[src/rtl/sedf_pkg.sv]
// ----------------------------------------------------------------------------
// sedf_pkg: shared types and constants for the STX/ETX and length/XOR deframer
// Frame delimiters, phase and verdict codes, register indexes and the result
// beat that travels from the framer to the result queue.
// ----------------------------------------------------------------------------
`default_nettype none

package sedf_pkg;

    // Framing bytes and sizes
    localparam logic [7:0]  STX_BYTE       = 8'h02;
    localparam logic [7:0]  ETX_BYTE       = 8'h03;
    localparam logic [32:0] FRAME_OVERHEAD = 33'd9;
    localparam int unsigned MAX_FRAME_W    = 17;
    localparam logic [MAX_FRAME_W-1:0] MAX_FRAME_RESET = 17'h10000;

    // Configuration port
    localparam int unsigned CFG_INDEX_W = 2;
    localparam logic [CFG_INDEX_W-1:0] CFG_PROTOCOL_MODE   = 2'd0;
    localparam logic [CFG_INDEX_W-1:0] CFG_MAX_FRAME_BYTES = 2'd1;

    // Protocol mode codes
    localparam logic MODE_ASCII  = 1'b0;
    localparam logic MODE_BINARY = 1'b1;

    // Default depth of the result queue
    localparam int unsigned QUEUE_DEPTH_DEF = 4;

    // Framer phase, one-hot
    typedef enum logic [4:0] {
        PH_HUNT     = 5'b00001,
        PH_LENGTH   = 5'b00010,
        PH_PAYLOAD  = 5'b00100,
        PH_CHECKSUM = 5'b01000,
        PH_ASCII    = 5'b10000
    } phase_t;

    // Verdict carried on the last byte of a frame
    typedef enum logic [1:0] {
        VERDICT_PROGRESS = 2'd0,
        VERDICT_GOOD     = 2'd1,
        VERDICT_CHECKSUM = 2'd2,
        VERDICT_TOO_LONG = 2'd3
    } verdict_t;

    // One result beat
    typedef struct packed {
        logic [7:0] frame_byte;
        logic       frame_first;
        logic       frame_last;
        verdict_t   verdict;
    } result_t;

endpackage

`default_nettype wire

[src/rtl/sedf_framer.sv]
// ----------------------------------------------------------------------------
// sedf_framer: front end of the deframer
// Holds the configuration registers, tracks the frame phase and classifies
// each accepted byte as dropped or as a frame byte with its flags and verdict.
// ----------------------------------------------------------------------------
`default_nettype none

module sedf_framer (
    input  wire logic                                clk,
    input  wire logic                                rst_n,
    input  wire logic                                cfg_write,
    input  wire logic [sedf_pkg::CFG_INDEX_W-1:0]    cfg_index,
    input  wire logic [sedf_pkg::MAX_FRAME_W-1:0]    cfg_data,
    input  wire logic                                in_beat,
    input  wire logic [7:0]                          rx_byte,
    output logic                                     res_valid,
    output sedf_pkg::result_t                        res
);
    import sedf_pkg::*;

    logic                   mode_reg;
    logic [MAX_FRAME_W-1:0] max_reg;

    phase_t                 phase_reg,    phase_next;
    logic [1:0]             preamble_reg, preamble_next;
    logic [MAX_FRAME_W-1:0] pos_reg,      pos_next;
    logic [31:0]            len_reg,      len_next;
    logic [7:0]             xor_reg,      xor_next;

    logic [MAX_FRAME_W-1:0] pos_inc;
    logic [31:0]            len_shift;
    logic [32:0]            len_total;
    logic                   len_too_long;
    logic [MAX_FRAME_W:0]   payload_end;
    logic                   clear_frame;

    // Configuration registers
    always_ff @(posedge clk or negedge rst_n)
    begin
        if (!rst_n)
        begin
            mode_reg <= MODE_ASCII;
            max_reg  <= MAX_FRAME_RESET;
        end
        else if (cfg_write)
        begin
            if (cfg_index == CFG_PROTOCOL_MODE)
            begin
                mode_reg <= cfg_data[0];
            end
            else if (cfg_index == CFG_MAX_FRAME_BYTES)
            begin
                max_reg <= cfg_data;
            end
        end
    end

    // Datapath helpers
    assign pos_inc      = pos_reg + 1'b1;
    assign len_shift    = {len_reg[23:0], rx_byte};
    assign len_total    = {1'b0, len_shift} + FRAME_OVERHEAD;
    assign len_too_long = len_total > {16'd0, max_reg};
    // payload length is below the limit here, so 17 bits hold it
    assign payload_end  = {1'b0, len_reg[MAX_FRAME_W-1:0]} + 18'd8;

    // Phase tracking and byte classification
    always_comb
    begin
        phase_next    = phase_reg;
        preamble_next = preamble_reg;
        pos_next      = pos_reg;
        len_next      = len_reg;
        xor_next      = xor_reg;
        res_valid     = 1'b0;
        res.frame_byte  = rx_byte;
        res.frame_first = 1'b0;
        res.frame_last  = 1'b0;
        res.verdict     = VERDICT_PROGRESS;
        clear_frame     = 1'b0;

        if (in_beat)
        begin
            if (mode_reg == MODE_ASCII)
            begin
                if (phase_reg != PH_ASCII)
                begin
                    if (rx_byte == STX_BYTE)
                    begin
                        phase_next      = PH_ASCII;
                        pos_next        = 17'd1;
                        res_valid       = 1'b1;
                        res.frame_first = 1'b1;
                        if (17'd1 >= max_reg)
                        begin
                            res.frame_last = 1'b1;
                            res.verdict    = VERDICT_TOO_LONG;
                        end
                    end
                end
                else
                begin
                    pos_next  = pos_inc;
                    res_valid = 1'b1;
                    if (rx_byte == ETX_BYTE)
                    begin
                        res.frame_last = 1'b1;
                        res.verdict    = VERDICT_GOOD;
                    end
                    else if (pos_inc >= max_reg)
                    begin
                        res.frame_last = 1'b1;
                        res.verdict    = VERDICT_TOO_LONG;
                    end
                end
            end
            else
            begin
                unique case (phase_reg)
                    PH_LENGTH:
                    begin
                        res_valid       = 1'b1;
                        res.frame_first = (pos_reg == 17'd4);
                        len_next        = len_shift;
                        pos_next        = pos_inc;
                        if (pos_inc >= 17'd8)
                        begin
                            if (len_too_long)
                            begin
                                res.frame_last = 1'b1;
                                res.verdict    = VERDICT_TOO_LONG;
                            end
                            else
                            begin
                                xor_next   = 8'd0;
                                phase_next = (len_shift == 32'd0) ? PH_CHECKSUM : PH_PAYLOAD;
                            end
                        end
                    end
                    PH_PAYLOAD:
                    begin
                        res_valid = 1'b1;
                        xor_next  = xor_reg ^ rx_byte;
                        pos_next  = pos_inc;
                        if ({1'b0, pos_inc} >= payload_end)
                        begin
                            phase_next = PH_CHECKSUM;
                        end
                    end
                    PH_CHECKSUM:
                    begin
                        res_valid      = 1'b1;
                        res.frame_last = 1'b1;
                        res.verdict    = (rx_byte == xor_reg) ? VERDICT_GOOD
                                                              : VERDICT_CHECKSUM;
                    end
                    default:
                    begin
                        // hunt for four STX bytes in a row
                        if (rx_byte != STX_BYTE)
                        begin
                            preamble_next = 2'd0;
                        end
                        else if (preamble_reg == 2'd3)
                        begin
                            phase_next    = PH_LENGTH;
                            preamble_next = 2'd0;
                            pos_next      = 17'd4;
                            len_next      = 32'd0;
                            xor_next      = 8'd0;
                        end
                        else
                        begin
                            preamble_next = preamble_reg + 1'b1;
                        end
                    end
                endcase
            end

            if (res.frame_last)
            begin
                clear_frame = 1'b1;
            end
        end

        // mode change drops any frame in progress
        if (cfg_write && (cfg_index == CFG_PROTOCOL_MODE))
        begin
            clear_frame = 1'b1;
        end

        if (clear_frame)
        begin
            phase_next    = PH_HUNT;
            preamble_next = 2'd0;
            pos_next      = '0;
            len_next      = '0;
            xor_next      = '0;
        end
    end

    // Frame state
    always_ff @(posedge clk or negedge rst_n)
    begin
        if (!rst_n)
        begin
            phase_reg    <= PH_HUNT;
            preamble_reg <= 2'd0;
            pos_reg      <= '0;
            len_reg      <= '0;
            xor_reg      <= '0;
        end
        else
        begin
            phase_reg    <= phase_next;
            preamble_reg <= preamble_next;
            pos_reg      <= pos_next;
            len_reg      <= len_next;
            xor_reg      <= xor_next;
        end
    end

endmodule

`default_nettype wire

[src/rtl/sedf_queue.sv]
// ----------------------------------------------------------------------------
// sedf_queue: result queue of the deframer
// Short first-in first-out store between the framer and the result port; it
// lets the producer keep running while the consumer stalls.
// ----------------------------------------------------------------------------
`default_nettype none

module sedf_queue #(
    parameter int unsigned DEPTH = sedf_pkg::QUEUE_DEPTH_DEF
) (
    input  wire logic               clk,
    input  wire logic               rst_n,
    input  wire logic               wr_en,
    input  wire sedf_pkg::result_t  wr_data,
    input  wire logic               rd_en,
    output sedf_pkg::result_t       rd_data,
    output logic                    full,
    output logic                    empty
);
    import sedf_pkg::*;

    localparam int unsigned PTR_W = (DEPTH > 1) ? $clog2(DEPTH) : 1;
    localparam int unsigned CNT_W = $clog2(DEPTH + 1);
    localparam logic [PTR_W-1:0] LAST_PTR = PTR_W'(DEPTH - 1);
    localparam logic [CNT_W-1:0] FULL_CNT = CNT_W'(DEPTH);

    result_t           mem [DEPTH];
    logic [PTR_W-1:0]  wr_ptr_reg;
    logic [PTR_W-1:0]  rd_ptr_reg;
    logic [CNT_W-1:0]  count_reg;
    logic              do_wr;
    logic              do_rd;

    assign full    = (count_reg == FULL_CNT);
    assign empty   = (count_reg == '0);
    assign do_wr   = wr_en && !full;
    assign do_rd   = rd_en && !empty;
    assign rd_data = mem[rd_ptr_reg];

    // Storage
    always_ff @(posedge clk)
    begin
        if (do_wr)
        begin
            mem[wr_ptr_reg] <= wr_data;
        end
    end

    // Pointers and fill count
    always_ff @(posedge clk or negedge rst_n)
    begin
        if (!rst_n)
        begin
            wr_ptr_reg <= '0;
            rd_ptr_reg <= '0;
            count_reg  <= '0;
        end
        else
        begin
            if (do_wr)
            begin
                wr_ptr_reg <= (wr_ptr_reg == LAST_PTR) ? '0 : wr_ptr_reg + 1'b1;
            end
            if (do_rd)
            begin
                rd_ptr_reg <= (rd_ptr_reg == LAST_PTR) ? '0 : rd_ptr_reg + 1'b1;
            end
            if (do_wr && !do_rd)
            begin
                count_reg <= count_reg + 1'b1;
            end
            else if (do_rd && !do_wr)
            begin
                count_reg <= count_reg - 1'b1;
            end
        end
    end

endmodule

`default_nettype wire

[src/rtl/stx_etx_and_length_xor_deframer_core.sv]
// Byte-stream deframer. Bytes are pushed in one per cycle and frame bytes come
// out of a result queue; bytes outside a frame are dropped. Protocol mode 0
// finds ASCII frames from STX through ETX, mode 1 finds binary frames of four
// STX magic bytes, a 32-bit big-endian length, the payload and an XOR
// checksum (the magic bytes are not passed on). The last byte of a frame
// carries the verdict: good, checksum error or too long, and hunting resumes
// with the next byte after any frame end. The framer classifies a byte in the
// cycle it is accepted and its result is written straight into the result
// queue; a byte is accepted every cycle while the result queue (QUEUE_DEPTH
// entries) has room; full rises only when the consumer has let the queue fill.
// Write the configuration registers only while the block is idle; writing
// protocol_mode drops any partial frame.
// ----------------------------------------------------------------------------
// stx_etx_and_length_xor_deframer_core: top level of the deframer
// Joins the framer front end to the result queue.
// ----------------------------------------------------------------------------
`default_nettype none

module stx_etx_and_length_xor_deframer_core #(
    parameter int unsigned QUEUE_DEPTH = sedf_pkg::QUEUE_DEPTH_DEF
) (
    input  wire logic                                clk,
    input  wire logic                                rst_n,
    // configuration
    input  wire logic                                cfg_write,
    input  wire logic [sedf_pkg::CFG_INDEX_W-1:0]    cfg_index,
    input  wire logic [sedf_pkg::MAX_FRAME_W-1:0]    cfg_data,
    // received bytes
    input  wire logic                                push,
    output logic                                     full,
    input  wire logic [7:0]                          rx_byte,
    // frame bytes
    output logic                                     empty,
    input  wire logic                                pop,
    output logic [7:0]                               frame_byte,
    output logic                                     frame_first,
    output logic                                     frame_last,
    output logic [1:0]                               verdict
);
    import sedf_pkg::*;

    logic    in_beat;
    logic    res_valid;
    result_t res;
    result_t head;

    assign in_beat = push && !full;

    sedf_framer u_framer (
        .clk       (clk),
        .rst_n     (rst_n),
        .cfg_write (cfg_write),
        .cfg_index (cfg_index),
        .cfg_data  (cfg_data),
        .in_beat   (in_beat),
        .rx_byte   (rx_byte),
        .res_valid (res_valid),
        .res       (res)
    );

    sedf_queue #(
        .DEPTH (QUEUE_DEPTH)
    ) u_queue (
        .clk     (clk),
        .rst_n   (rst_n),
        .wr_en   (res_valid),
        .wr_data (res),
        .rd_en   (pop),
        .rd_data (head),
        .full    (full),
        .empty   (empty)
    );

    // Result ports
    assign frame_byte  = head.frame_byte;
    assign frame_first = head.frame_first;
    assign frame_last  = head.frame_last;
    assign verdict     = head.verdict;

endmodule

`default_nettype wire

[config.mk]
export PLATFORM = sky130hd
export DESIGN_NAME = stx_etx_and_length_xor_deframer_core
export DESIGN_NICKNAME = d
export VERILOG_FILES = /design/src/rtl/sedf_pkg.sv /design/src/rtl/sedf_framer.sv /design/src/rtl/sedf_queue.sv /design/src/rtl/stx_etx_and_length_xor_deframer_core.sv
export SDC_FILE = /design/constraint.sdc
export NUM_CORES = 1
export LEC_CHECK = 0
export BUFFER_PORTS_ARGS = -buffer_cell sky130_fd_sc_hd__buf_2
export CAP_MARGIN = 20
export CELL_PAD_IN_SITES_DETAIL_PLACEMENT = 1
export CELL_PAD_IN_SITES_GLOBAL_PLACEMENT = 1
export CORE_ASPECT_RATIO = 0.9
export CORE_MARGIN = 5
export CORE_UTILIZATION = 45
export CTS_CLUSTER_DIAMETER = 100
export CTS_CLUSTER_SIZE = 24
export DETAILED_ROUTE_END_ITERATION = 8
export PLACE_DENSITY_LB_ADDON = 0.1
export SYNTH_ARGS = -nofsm -noshare
export SYNTH_HDL_FRONTEND = slang
export SYNTH_HIERARCHICAL = 1
export SYNTH_SLANG_ARGS = --single-unit
[constraint.sdc]
create_clock -name clk -period 3.5 [get_ports clk]
set_input_delay 0.35 -clock clk [delete_from_list [all_inputs] [get_ports clk]]
set_output_delay 0.35 -clock clk [all_outputs]
set_load 0.02 [all_outputs]
==> results.md <==
- Most common cell after layout, fill and taps aside: buf_4
- Sw power: 1.95 mW
- TritonCTS buffer count: 17
- DRC errors left: 0
- Reg clk slew, reported paths: 0.07 ns
- Critical path depth in cells: 18
- EDFF count, synth: 48
- Total track usage: 0.264
- Boundary Pins: 46
- Delay-heaviest family, CP: compound AO/OA/AOI/OAI gates
- Final period util: 1.06
- WS Path Type: flip-flop to flip-flop
- Floorplan die height: 141 um
- Die area: 0.0219 sq mm
- Worst-Skew Late Latency: 0.43 ns
- Number of global-route vias before repair: 8,050
- Slew Limit Headroom: 0.352
- Clock Sinks: 129
- GRT overflow: 0
- Buf/Inv on CP: 4
- P_leak: 4.81 nW
- VDD IR max: 0.000425 V
- Final hold viol count: 0
- Clock Tree Buf Depth: 2
- Worst Path Arrival: 4.07 ns
- Cell Int Power: 3.77 mW
- Hold WC Path Type: input port to flip-flop
- Min-Delay Path Depth: 2
- Worst-Margin Slew: 0.969 ns
- Synth Instances: 830
- # rows: 47
- Crit path max fanout: 12
- P per Cell Area: 521 mW/mm^2
- Worst R2R Setup Slack: -0.22 ns
- Worst setup SP type: flip-flop
- Setup TNS: -5.61 ns
- Layout cell share with drive strength beyond 1: 0.336
- Slowest-stage cell, CP: dfrtp_1
- Crit path required time: 3.85 ns
- First-pass GRT wire length: 45,000 um
- Initial antenna violation count: 0
- Yosys warnings: 6
- Routed len/inst: 23.2 um
- CP endpoint kind: flip-flop
- Unique masters post-synth: 70
- Slew Viols, Final: 0
- Antenna viol nets, final: 0
- Vias per inst: 6.04
- Comb pwr share: 0.308
- Final Cell Area: 0.0110 sq mm
- Area post-placement: 0.00967 sq mm
- Failing checks: negative setup slack
- # Max-Cap Violations: 0
- GP Congestion: 0.922
- Clock Power Share: 0.348
- Synth async-reset ratio: 0.628
- Length of the first detailed-routing pass in iterations: 5
- TritonCTS clock tree: built
- Critical Path, Cell by Cell: ha_2 -> and3_4 -> and3_4 -> xor2_2 -> ha_1 -> a211oi_2 -> nor2_2 -> nor3_2 -> a211oi_2 -> a2111oi_4 -> buf_4 -> a21oi_4 -> o22a_4 -> buf_12 -> nor3_4 -> buf_6 -> buf_12 -> a22o_1
- Input/output buffers: 45
- Final worst slack: -0.220 ns
- Top FF cell, synth: dfrtp_1
- Overall power: 5.71 mW
- Crit-path max cell delay: 0.38 ns
- Iteration-0 DRC Markers: 553
- Root Driver: clkbuf_16
- Seq/Total Area, Yosys: 0.406
- Period minus WS final: 3.72 ns
- # diodes: 0
- Max Clk Rate: 269 MHz
- Syn_area_per_cell: 10.3 sq um
- RSZ-0062 raised after global routing: yes
- WL final: 28,500 um
- Seq pwr share: 0.344
- Core footprint: 0.0185 sq mm
- Detailed placer's ending HPWL: 20,900 um
- DP Worst Slack: -0.490 ns
- Switch share: 0.341
- Initial Util: 0.461
- Worst R2R Path Depth: 18
- Seq cells post-synth: 129
- Mapped Area: 0.00855 sq mm
- Clock Skew: 0.0113 ns
- Via count: 7,428
- Area Growth Syn to Fin: 28.2%
- Final net count: 1,068
- Status: finished with violations
- Most frequent cells in the layout: buf_4 (130), dfrtp_1 (76), ha_1 (61)
- Net Count, Synth: 927
- Largest net degree at the start of global routing: 82
- Die width: 155 um
- H-tree Lvls: 4
- Fillers: 2,000
- Largest register FFs: 48
- Final setup violating endpoints: 39
## final timing paths
path,startpoint,to
hold reg to reg,u_framer/phase_reg[0],u_framer/phase_reg[0]
setup / recovery,u_framer/pos_reg[0],u_framer/len_reg[7]
setup reg to reg,u_framer/pos_reg[0],u_framer/len_reg[7]
hold / removal,cfg_data[6],u_framer/max_reg[6]
max in group asynchronous,rst_n,u_framer/phase_reg[0]
min in group asynchronous,rst_n,u_framer/len_reg[17]
## power by group through the flow
stage	combinational [mW]	clock, mW	sequential (mW)
floorplan	1.13	0	1.86
global placement	1.51	0	1.97
detailed placement	1.60	0	1.99
CTS	1.70	2.01	1.97
global route	1.90	2.09	1.99
finish	1.76	1.99	1.97
## per-layer routing
layer | share of wire | routed length (um) | GRT usage | vias to the layer above
li1 | - | - | - | 3368
met1 | 0.43 | 12300 | 0.348 | 3782
met2 | 0.49 | 14000 | 0.436 | 229
met3 | 0.052 | 1500 | 0.0515 | 49
met4 | 0.025 | 703 | 0.0912 | 0
met5 | 0 | 0 | 0 | -
## worst register-to-register path, stage by stage, from the launching register on
cell	delay, ns
dfrtp_1	0.38
ha_2	0.21
and3_4	0.24
and3_4	0.21
xor2_2	0.17
ha_1	0.29
a211oi_2	0.22
nor2_2	0.08
nor3_2	0.19
a211oi_2	0.12
a2111oi_4	0.26
buf_4	0.19
a21oi_4	0.06
o22a_4	0.27
buf_12	0.13
nor3_4	0.19
buf_6	0.13
buf_12	0.13
a22o_1	0.17
## final cells by class
type | instances | area (sq um) | area share
multi-input combinational | 600 | 4960 | 0.453
sequential | 129 | 3470 | 0.317
timing repair buffer | 188 | 1440 | 0.131
clock buffer | 17 | 425 | 0.0388
tap | 245 | 307 | 0.0280
clock inverter | 15 | 223 | 0.0203
inverter | 35 | 131 | 0.0120
## synth_stat cells, types with 6 or more instances
cell type / count / share of area
nand2_1: 45 / 0.020
edfxtp_1: 48 / 0.17
and3_1: 13 / 0.0095
nand3_1: 30 / 0.018
buf_4: 14 / 0.012
nor2_1: 56 / 0.025
nand3b_1: 9 / 0.0079
o21ai_0: 21 / 0.012
nor3_1: 15 / 0.0088
mux4_2: 11 / 0.029
nand4_1: 24 / 0.018
dfrtp_1: 79 / 0.23
ha_1: 64 / 0.094
mux2_2: 19 / 0.025
a22o_1: 35 / 0.036
xnor2_1: 31 / 0.032
a211oi_1: 7 / 0.0061
clkbuf_1: 27 / 0.012
buf_2: 17 / 0.010
a31oi_1: 7 / 0.0051
and4_1: 13 / 0.013
buf_6: 6 / 0.0079
or4_1: 11 / 0.0097
nor4_1: 20 / 0.015
o21ai_1: 9 / 0.0053
a21oi_1: 41 / 0.024
xor2_1: 29 / 0.030
inv_1: 35 / 0.015
## per-stage QoR
stage           util  hold slack [ns]  cells
2_1_floorplan      -           0.0544    830
3_3_place_gp   0.522            0.506   1172
3_5_place_dp   0.522            0.514   1172
4_1_cts        0.583            0.135   1223
5_1_grt        0.591            0.145   1229
6_report       0.591            0.155   1229
## repair_timing
item                                   4_1_cts  5_1_grt
gates resized for setup                     61       22
setup endpoints to repair                   68       68
cloned                                       2        0
pin swaps                                   28       13
endpoints found under the hold margin        0       27
setup buffers                               18        5
hold buffers                                 0        1
## cell families after synthesis
kind of cell	Yosys count	synth area share
multiplexers	33	0.0606
AND/OR/NAND/NOR	278	0.186
adder cells (fa/ha/maj)	65	0.0960
buffers and inverters	101	0.0583
XOR/XNOR	60	0.0615
AO/OA/AOI/OAI	164	0.132
flip-flops	129	0.406
No activity file was read; power rests on OpenSTA's default activity.
